<file path="config.mk">
export PLATFORM = sky130hd
export DESIGN_NAME = midi_stream_parser_with_sysex_top
export DESIGN_NICKNAME = d
export VERILOG_FILES = /design/src/rtl/msp_pkg.sv /design/src/rtl/midi_stream_parser_with_sysex_top.sv /design/src/rtl/msp_ram.sv
export SDC_FILE = /design/constraint.sdc
export NUM_CORES = 1
export LEC_CHECK = 0
export ABC_AREA = 1
export BUFFER_PORTS_ARGS = -buffer_cell sky130_fd_sc_hd__buf_2
export CAP_MARGIN = 20
export CORE_MARGIN = 2
export CORE_UTILIZATION = 35
export CTS_BUF_LIST = sky130_fd_sc_hd__clkbuf_8
export DETAILED_ROUTE_END_ITERATION = 12
export PLACE_DENSITY_LB_ADDON = 0.25
export SKIP_LAST_GASP = 1
export SLEW_MARGIN = 5
export SYNTH_ARGS = -nofsm -noshare
export SYNTH_HDL_FRONTEND = slang
export SYNTH_HIERARCHICAL = 1
export SYNTH_SLANG_ARGS = --single-unit
</file>
<file path="constraint.sdc">
create_clock -name clk -period 4.6 [get_ports clk]
set_input_delay 0.46 -clock clk [delete_from_list [all_inputs] [get_ports clk]]
set_output_delay 0.46 -clock clk [all_outputs]
set_load 0.02 [all_outputs]
</file>
<file path="src/rtl/msp_pkg.sv">
// ----------------------------------------------------------------------------
// msp_pkg
// Shared constants for the MIDI stream parser: store sizing, status codes
// and result kinds.
// ----------------------------------------------------------------------------
package msp_pkg;

  // SysEx payload store
  localparam int SYSEX_DEPTH = 32;
  localparam int SYSEX_AW    = (SYSEX_DEPTH > 1) ? $clog2(SYSEX_DEPTH) : 1;
  localparam int FILL_W      = $clog2(SYSEX_DEPTH + 1);

  // Status byte codes
  localparam logic [7:0] ST_SYSEX_START  = 8'hF0;
  localparam logic [7:0] ST_SYSEX_END    = 8'hF7;
  localparam logic [7:0] ST_REALTIME_MIN = 8'hF8;
  localparam logic [3:0] ST_PROG_CHANGE  = 4'hC;
  localparam logic [3:0] ST_CHAN_PRESS   = 4'hD;
  localparam logic [3:0] ST_SYSTEM       = 4'hF;

  // Result kinds
  localparam logic KIND_CHANNEL = 1'b0;
  localparam logic KIND_SYSEX   = 1'b1;

  localparam logic [15:0] OVF_MAX = 16'hFFFF;

endpackage

</file>
<file path="src/rtl/midi_stream_parser_with_sysex_top.sv">
// A channel message appears on the outputs in the cycle after its last byte is taken. On F7
// a SysEx flush starts: each byte comes from the single registered read port of the payload
// RAM, which paces the flush, then passes the output register, one byte per cycle while the
// output is not stalled. One input byte per cycle while idle with the output register free.
// Reset (rst_n low, synchronous) clears all parser state and the output valid flag;
// the payload RAM keeps its contents and gets no clearing pass.
// ----------------------------------------------------------------------------
// midi_stream_parser_with_sysex_top
// MIDI byte parser: running-status channel messages plus buffered SysEx
// payload, flushed from RAM on F7 unless it overflowed or is empty.
// ----------------------------------------------------------------------------
module midi_stream_parser_with_sysex_top (
  input  logic        clk,
  input  logic        rst_n,
  input  logic        in_valid,
  output logic        in_ready,
  input  logic [7:0]  in_rx_byte,
  output logic        out_valid,
  input  logic        out_ready,
  output logic        out_kind,
  output logic [7:0]  out_status_byte,
  output logic [6:0]  out_first_data,
  output logic [6:0]  out_second_data,
  output logic [6:0]  out_sysex_data,
  output logic [5:0]  out_sysex_length,
  output logic        out_last_of_run,
  output logic [15:0] out_overflow_count
);

  localparam int AW = msp_pkg::SYSEX_AW;
  localparam int FW = msp_pkg::FILL_W;

  typedef enum logic {S_IDLE, S_FLUSH} state_t;

  state_t         state_r, state_nxt;
  logic [7:0]     rs_r, rs_nxt;
  logic           needs_two_r, needs_two_nxt;
  logic           have_first_r, have_first_nxt;
  logic [6:0]     held_first_r, held_first_nxt;
  logic           in_sysex_r, in_sysex_nxt;
  logic           ovr_r, ovr_nxt;
  logic [FW-1:0]  fill_r, fill_nxt;
  logic [FW-1:0]  len_r, len_nxt;
  logic [AW-1:0]  rd_idx_r, rd_idx_nxt;
  logic [15:0]    ovf_cnt_r, ovf_cnt_nxt;

  logic           out_valid_r, out_valid_nxt;
  logic           out_kind_r, out_kind_nxt;
  logic [7:0]     out_status_r, out_status_nxt;
  logic [6:0]     out_first_r, out_first_nxt;
  logic [6:0]     out_second_r, out_second_nxt;
  logic [6:0]     out_sx_r, out_sx_nxt;
  logic [5:0]     out_len_r, out_len_nxt;
  logic           out_last_r, out_last_nxt;
  logic [15:0]    out_ovf_r, out_ovf_nxt;

  logic           slot_free;
  logic           in_fire;
  logic           store_full;
  logic           flush_last;
  logic           ram_wr_en;
  logic [6:0]     ram_rd_data;

  assign slot_free  = !out_valid_r || out_ready;
  assign in_ready   = (state_r == S_IDLE) && slot_free;
  assign in_fire    = in_valid && in_ready;
  assign store_full = (fill_r == FW'(msp_pkg::SYSEX_DEPTH));
  assign flush_last = ((FW'(rd_idx_r) + FW'(1)) == len_r);

  // payload store
  msp_ram #(
    .WIDTH (7),
    .DEPTH (msp_pkg::SYSEX_DEPTH)
  ) u_store (
    .clk     (clk),
    .wr_en   (ram_wr_en),
    .wr_addr (fill_r[AW-1:0]),
    .wr_data (in_rx_byte[6:0]),
    .rd_addr (rd_idx_nxt),
    .rd_data (ram_rd_data)
  );

  // parser next-state logic
  always_comb begin
    state_nxt      = state_r;
    rs_nxt         = rs_r;
    needs_two_nxt  = needs_two_r;
    have_first_nxt = have_first_r;
    held_first_nxt = held_first_r;
    in_sysex_nxt   = in_sysex_r;
    ovr_nxt        = ovr_r;
    fill_nxt       = fill_r;
    len_nxt        = len_r;
    rd_idx_nxt     = rd_idx_r;
    ovf_cnt_nxt    = ovf_cnt_r;
    ram_wr_en      = 1'b0;

    out_valid_nxt  = out_valid_r && !out_ready;
    out_kind_nxt   = out_kind_r;
    out_status_nxt = out_status_r;
    out_first_nxt  = out_first_r;
    out_second_nxt = out_second_r;
    out_sx_nxt     = out_sx_r;
    out_len_nxt    = out_len_r;
    out_last_nxt   = out_last_r;
    out_ovf_nxt    = out_ovf_r;

    case (state_r)
      S_IDLE: begin
        rd_idx_nxt = '0;
        if (in_fire) begin
          if (in_rx_byte[7]) begin
            // status byte
            if (in_rx_byte inside {[msp_pkg::ST_REALTIME_MIN:8'hFF]}) begin
              // real-time: no effect
            end else if (in_sysex_r && in_rx_byte == msp_pkg::ST_SYSEX_END) begin
              if (!ovr_r && fill_r != '0) begin
                len_nxt   = fill_r;
                state_nxt = S_FLUSH;
              end
              in_sysex_nxt = 1'b0;
              ovr_nxt      = 1'b0;
              fill_nxt     = '0;
            end else begin
              in_sysex_nxt = 1'b0;
              ovr_nxt      = 1'b0;
              fill_nxt     = '0;
              if (in_rx_byte == msp_pkg::ST_SYSEX_START) begin
                in_sysex_nxt = 1'b1;
                rs_nxt       = '0;
              end else if (in_rx_byte[7:4] == msp_pkg::ST_SYSTEM) begin
                rs_nxt = '0;
              end else begin
                rs_nxt         = in_rx_byte;
                needs_two_nxt  = !(in_rx_byte[7:4] inside {msp_pkg::ST_PROG_CHANGE,
                                                           msp_pkg::ST_CHAN_PRESS});
                have_first_nxt = 1'b0;
              end
            end
          end else if (in_sysex_r) begin
            // sysex payload byte
            if (store_full) begin
              if (!ovr_r) begin
                ovr_nxt = 1'b1;
                if (ovf_cnt_r != msp_pkg::OVF_MAX) begin
                  ovf_cnt_nxt = ovf_cnt_r + 16'd1;
                end
              end
            end else begin
              ram_wr_en = 1'b1;
              fill_nxt  = fill_r + FW'(1);
            end
          end else if (rs_r != '0) begin
            // channel data with running status
            if (!have_first_r && needs_two_r) begin
              held_first_nxt = in_rx_byte[6:0];
              have_first_nxt = 1'b1;
            end else begin
              out_valid_nxt  = 1'b1;
              out_kind_nxt   = msp_pkg::KIND_CHANNEL;
              out_status_nxt = rs_r;
              out_first_nxt  = have_first_r ? held_first_r : in_rx_byte[6:0];
              out_second_nxt = have_first_r ? in_rx_byte[6:0] : 7'd0;
              out_sx_nxt     = 7'd0;
              out_len_nxt    = 6'd0;
              out_last_nxt   = 1'b1;
              out_ovf_nxt    = ovf_cnt_r;
              held_first_nxt = in_rx_byte[6:0];
              have_first_nxt = 1'b0;
            end
          end
        end
      end
      S_FLUSH: begin
        // read data for rd_idx_r is valid this cycle
        if (slot_free) begin
          out_valid_nxt  = 1'b1;
          out_kind_nxt   = msp_pkg::KIND_SYSEX;
          out_status_nxt = 8'd0;
          out_first_nxt  = 7'd0;
          out_second_nxt = 7'd0;
          out_sx_nxt     = ram_rd_data;
          out_len_nxt    = 6'(len_r);
          out_last_nxt   = flush_last;
          out_ovf_nxt    = ovf_cnt_r;
          if (flush_last) begin
            state_nxt  = S_IDLE;
            rd_idx_nxt = '0;
          end else begin
            rd_idx_nxt = rd_idx_r + AW'(1);
          end
        end
      end
      default: begin
        state_nxt = S_IDLE;
      end
    endcase
  end

  // state and output registers
  always_ff @(posedge clk) begin
    if (!rst_n) begin
      state_r      <= S_IDLE;
      rs_r         <= '0;
      needs_two_r  <= 1'b0;
      have_first_r <= 1'b0;
      held_first_r <= '0;
      in_sysex_r   <= 1'b0;
      ovr_r        <= 1'b0;
      fill_r       <= '0;
      len_r        <= '0;
      rd_idx_r     <= '0;
      ovf_cnt_r    <= '0;
      out_valid_r  <= 1'b0;
    end else begin
      state_r      <= state_nxt;
      rs_r         <= rs_nxt;
      needs_two_r  <= needs_two_nxt;
      have_first_r <= have_first_nxt;
      held_first_r <= held_first_nxt;
      in_sysex_r   <= in_sysex_nxt;
      ovr_r        <= ovr_nxt;
      fill_r       <= fill_nxt;
      len_r        <= len_nxt;
      rd_idx_r     <= rd_idx_nxt;
      ovf_cnt_r    <= ovf_cnt_nxt;
      out_valid_r  <= out_valid_nxt;
    end
    out_kind_r   <= out_kind_nxt;
    out_status_r <= out_status_nxt;
    out_first_r  <= out_first_nxt;
    out_second_r <= out_second_nxt;
    out_sx_r     <= out_sx_nxt;
    out_len_r    <= out_len_nxt;
    out_last_r   <= out_last_nxt;
    out_ovf_r    <= out_ovf_nxt;
  end

  assign out_valid          = out_valid_r;
  assign out_kind           = out_kind_r;
  assign out_status_byte    = out_status_r;
  assign out_first_data     = out_first_r;
  assign out_second_data    = out_second_r;
  assign out_sysex_data     = out_sx_r;
  assign out_sysex_length   = out_len_r;
  assign out_last_of_run    = out_last_r;
  assign out_overflow_count = out_ovf_r;

endmodule

</file>
<file path="src/rtl/msp_ram.sv">
// ----------------------------------------------------------------------------
// msp_ram
// Generic single-write, single-read RAM with a registered read port.
// ----------------------------------------------------------------------------
module msp_ram #(
  parameter int WIDTH = 8,
  parameter int DEPTH = 32
) (
  input  logic                                          clk,
  input  logic                                          wr_en,
  input  logic [((DEPTH > 1) ? $clog2(DEPTH) : 1)-1:0]  wr_addr,
  input  logic [WIDTH-1:0]                              wr_data,
  input  logic [((DEPTH > 1) ? $clog2(DEPTH) : 1)-1:0]  rd_addr,
  output logic [WIDTH-1:0]                              rd_data
);

  logic [WIDTH-1:0] mem [DEPTH];

  // write port and registered read
  always_ff @(posedge clk) begin
    if (wr_en) begin
      mem[wr_addr] <= wr_data;
    end
    rd_data <= mem[rd_addr];
  end

endmodule

</file>
Word-level counts from Yosys, hierarchy flattened:

Memory sizes are Yosys's and may differ from the RTL's. A register that Yosys moved wholly into a read port is not among the register bits.
Cells that the tools add are included.

* memories kept: 1
* register bits: 107
* RAM bits: 224
* logic and storage cells: 186

Memory list
* u_store.mem: words 32, bits a word 7, read ports 1, clocked after memory_dff 1, write ports 1, line msp_ram.sv:17 `logic [WIDTH-1:0] mem [DEPTH];`

* bitwise logic cells: 8
* magnitude comparators: 2
* add/subtract/negate cells: 4
* muxes and demuxes: 102
* reductions and logical operators: 29
* equal/unequal tests: 20

Operator list (count)
* 7-bit two-way mux: 19
* 16-bit two-way mux: 6
* 8-bit two-way mux: 8
* 6-bit two-way mux: 10
* 1-bit two-way mux: 46
* 7-bit one-hot mux with 2 select lines: 3
* 16-bit one-hot mux with 2 select lines: 1
* 2-bit != test, second input constant: 10
* 5-bit AND reduction: 4
* 16-bit by 1-bit adder with 16-bit output, second input constant: 1
* 8-bit == test, second input constant: 2
* 16-bit != test, second input constant: 1
* 8-bit one-hot mux with 2 select lines: 1
* 7-bit AND reduction: 2
* 4-bit == test, second input constant: 3
* 6-bit one-hot mux with 2 select lines: 1
* 6-bit AND reduction: 2
* 5-bit two-way mux: 2
* 5-bit one-hot mux with 2 select lines: 1
* 8-bit >= comparator, second input constant: 1
* 8-bit less-or-equal comparator, second input constant: 1
* 1-bit NOT: 8
* 1-bit one-hot mux with 2 select lines: 4
* 8-bit AND reduction: 1
* 13 further kinds: 27

Logic depth before layout (Yosys ltp):

* depth in word-level cells: 8
* gate-level depth with buffers: 24

By module:

The synthesis kept the hierarchy.

By module, submodules not included
* msp_ram: area each 9416.5 µm², cells each 813, instances 1, seq. area each 6866.6 µm²
* midi_stream_parser_with_sysex_top: area each 4780.8 µm², cells each 535, instances 1, seq. area each 2672.6 µm²

Least setup slack after synthesis:

No wires, ideal clock.

* path type: register -> register
* start point: register state_r
* end point: register out_first_r[0] (netlist: out_first_data[0]), enable pin
* arrival: 4.443 ns
* path slack: -0.380 ns
* cell stages (with the launch flop): 5
* path through: dfxtp_1 > buf_6 > inv_1 > clkbuf_1 > o21ai_0

* longest elaborated chain between the ends: 5

RTL lines
* from (decl): line midi_stream_parser_with_sysex_top.sv:35 `state_t state_r, state_nxt;`
* from (signal assigned): line midi_stream_parser_with_sysex_top.sv:216 `state_r <= state_nxt;`
* 1-bit NOT (no line)
* 1-bit logical AND: line midi_stream_parser_with_sysex_top.sv:65 `assign in_ready = (state_r == S_IDLE) && slot_free;`
* 1-bit logical AND: line midi_stream_parser_with_sysex_top.sv:66 `assign in_fire = in_valid && in_ready;`
* 2-bit != test (no line)
* 6-bit AND reduction (no line) *
* to (signal assigned): line midi_stream_parser_with_sysex_top.sv:231 `out_first_r <= out_first_nxt;`
* to (decl): line midi_stream_parser_with_sysex_top.sv:50 `logic [6:0] out_first_r, out_first_nxt;`

Mark *: on every way between the ends. The rest lies on a longest branch, timed or not.
A chain may end at the register's enable or synchronous reset.

Final worst setup path:

* start point: register fill_r[0]
* end point: memory u_store.mem[24][2], enable pin

* longest elaborated chain between the ends: 8

RTL lines
* from (decl): line midi_stream_parser_with_sysex_top.sv:42 `logic [FW-1:0] fill_r, fill_nxt;`
* from (signal assigned): line midi_stream_parser_with_sysex_top.sv:223 `fill_r <= fill_nxt;`
* 6-bit == test: line midi_stream_parser_with_sysex_top.sv:67 `assign store_full = (fill_r == FW'(msp_pkg::SYSEX_DEPTH));`
* 1-bit two-way mux: line midi_stream_parser_with_sysex_top.sv:142 `if (store_full) begin`
* 1-bit two-way mux: line midi_stream_parser_with_sysex_top.sv:140 `end else if (in_sysex_r) begin`
* 1-bit two-way mux: line midi_stream_parser_with_sysex_top.sv:112 `if (in_rx_byte[7]) begin`
* 1-bit two-way mux: line midi_stream_parser_with_sysex_top.sv:111 `if (in_fire) begin`
* 1-bit two-way mux: line midi_stream_parser_with_sysex_top.sv:108 `case (state_r)`
* via ram_wr_en: line midi_stream_parser_with_sysex_top.sv:61 `logic ram_wr_en;`
* 1-bit two-way mux: line msp_ram.sv:21 `if (wr_en) begin`
* 1-bit two-way mux (implied by the code): line msp_ram.sv:22 `mem[wr_addr] <= wr_data;`
* to (decl): line msp_ram.sv:17

The timed path passes the listed nets, and every way through them passes these cells.

==> metrics.yaml <==
dr.pass1.iters: 5
path_max_fanout: 8
cts_tree: "built"
setup_violations: 0
place_congestion: 0.8728
wl_met2_mm: 16.47
cp.arrival_ps: 3400
p_seq_share_pct: 54.9
yosys.area.top_type: "edfxtp_1"
cp-startpoint: "fill_r[0]"
synth_most_common_cell: "nand2_1"
initial_core_util_pct: 35.57
rsz0062_at_grt: "false"
synth.net_count: 1364
die_w_um: 205.4
leakagePower_nw: 5.965
min_period_ps: 3205
grt_max_degree: 113
drt-met1-wl_mm: 15.19
root_buffer: "clkbuf_8"
met3_length_mm: 1.614
slew_headroom_pct: 43.96
area_growth_syn_to_layout_pct: 12.94
synth-seq-cells: 338
antenna_found_initial: 2
track_usage_pct: 16.54
postSynthAreaPerCell_um2: 10.53
ys_seq_area_share_pct: 67.19
filler_cell_count: 3910
combPwrFrac_pct: 3.4
clk_pin_slew_ps: 60
fin_crit_sh_pct: 69.67
drcViolationCount: 0
ir_drop_mv: 0.2261
postCtsHoldBufs: 0
synth_warnings: 6
ys_top_cells_by_area: "edfxtp_1, nand2_1, dfxtp_1, nand3_1, nor2_1"
preCtsSetupSlack_ps: 1368
grt_pass1_vias: 9695
yosysTopAreaCellShare_pct: 58.59
maxSlewViolCount: 0
drt-vias-per-instance: 4.846
worstHoldStart: "rst_n"
num_rows: 73
holdWs_ps: 226.2
overflow: 0
drv_cap: 0
synth-edff-count: 277
io-pin-count: 67
switching_power_w: 0.001336
die_area_um2: 42190
netlist_area_um2: 14200
cts_buffers: 54
hold_viol: 0
netSwitchingFraction_pct: 21.81
synthTopCellsByCount: "nand2_1, edfxtp_1, nand3_1, nor2_1, inv_1"
synth.distinct_cells: 40
min_path_type: "primary input to register"
port_buffers: 66
worstMarginPinSlew_ps: 840.6
cts.sinks: 338
synthCells: 1348
internal_power_w: 0.004790
cts_buffer_depth: 3
drt-total-wl_mm: 34.16
timing.fmax_mhz: 312.0
core-area_um2: 39910
wire_per_inst_um: 17.12
end_kind: "register"
clkPwrFrac_pct: 41.7
antenna_cells: 0
synthArstFlopShare_pct: 0
skew_ps: 36.04
top_layer: "met5"
setup_tns_ps: 0
dpl.hpwl_mm: 21.23
r2r_slack_ps: 1400
required_ps: 4800
critical_path_class: "register to register"
grt_pass1_wl_mm: 53.63
ant_nets: 0
r2r-start: "fill_r[0]"
vias: 9667
power_density_nw_per_um2: 382.0
outcome: "completed"
synthFlopType: "edfxtp_1"
dr.first_iter.drc_count: 720
nets: 1445
finalWorstSetupSlack_ps: 1395
cts_resized: 0
htreeDepth: 2
die_h_um: 205.4
clk_latency_ps: 590
postCtsSetupRepairBufs: 0
drive_gt1_share_pct: 13.33
start_kind: "register"
## flip-flops by register name, indices dropped and copies added, names as in the netlist, 6 cells and up
name	count
out_sysex_length	6
fill_r	6
out_first_data	7
held_first_r	7
u_store/mem	224
rs_r	8
out_overflow_count	16
out_second_data	7
len_r	6
u_store/rd_data	7
out_sysex_data	7
out_status_byte	8
ovf_cnt_r	16
## critical path: stages (launching register included)
cell and delay, ps:
dfxtp_1 440, inv_1 110, ha_1 220, nand2_2 100, nor3_4 50, nor3_1 490, nand3_1 670, nor2_1 740
## power groups by stage
stage / registers, W / logic (W) / clock network, W
after floorplan: 0.00346 / 0.0000748 / 0
after global placement: 0.00343 / 0.000216 / 0
after detailed placement: 0.00343 / 0.000216 / 0
after CTS: 0.00336 / 0.000217 / 0.00262
after global routing: 0.00336 / 0.000235 / 0.00275
final: 0.00336 / 0.000211 / 0.00255
## path summary, 6_finish.rpt
check	to	cells after the start
setup / recovery	u_store/mem[24][2]	7
hold / removal	have_first_r	3
setup reg to reg	u_store/mem[24][2]	7
hold reg to reg	held_first_r[6]	2
## cell families (layout without fill, tap and decap cells)
kind of cell,Yosys count,in the layout,share of synthesized area (%)
DFF,338,338,67.19
buffers and inverters,139,261,4.900
AOI/OAI and AO/OA,74,74,3.014
and+or+nand+nor,776,776,23.50
xor gates and xnor gates,17,17,1.049
adders and majority gates,4,4,0.3525
## per-layer routing
layer	up-vias	GRT usage, %
li1	4732	-
met1	4647	21.82
met2	220	27.58
met3	66	2.835
met4	2	5.627
met5	-	0
## cell usage in the layout, fill, tap and decap left out, types with 2 or more instances in the layout
cell type / count
a21oi_1: 36
a21oi_2: 9
a22oi_1: 2
buf_12: 2
buf_2: 66
buf_4: 15
bufinv_16: 5
clkbuf_8: 55
clkinv_1: 13
clkinv_2: 6
dfxtp_1: 61
edfxtp_1: 277
ha_1: 4
inv_1: 91
inv_2: 3
inv_4: 2
nand2_1: 423
nand2_2: 14
nand3_1: 206
nand3b_1: 3
nand4_1: 5
nor2_1: 94
nor2_2: 7
nor3_1: 13
nor3_4: 3
nor4_1: 3
o21ai_0: 19
xnor2_1: 8
xor2_1: 9
## metrics by stage
stage                     util [%]  instance area (um2)  power [W]  std cells
after detailed placement     37.50                14970   0.003641       1898
after floorplan                  -                14200   0.003535       1348
final                        40.17                16030   0.006125       1995
after global routing         40.17                16030   0.006350       1995
after CTS                    40.17                16030   0.006204       1995
after global placement       37.50                14970   0.003642       1898
## final cells by class
type | count | area [um2] | share of cell area (%)
flip-flops and latches | 338 | 9539 | 59.49
multi-input cells | 871 | 3979 | 24.81
clock buffers | 55 | 757.0 | 4.721
well taps | 525 | 656.9 | 4.097
repair buffers | 83 | 483.0 | 3.012
inverters | 81 | 310.3 | 1.935
clock inverters | 42 | 309.0 | 1.927
Note: power is estimated with default switching activity, not from simulation.
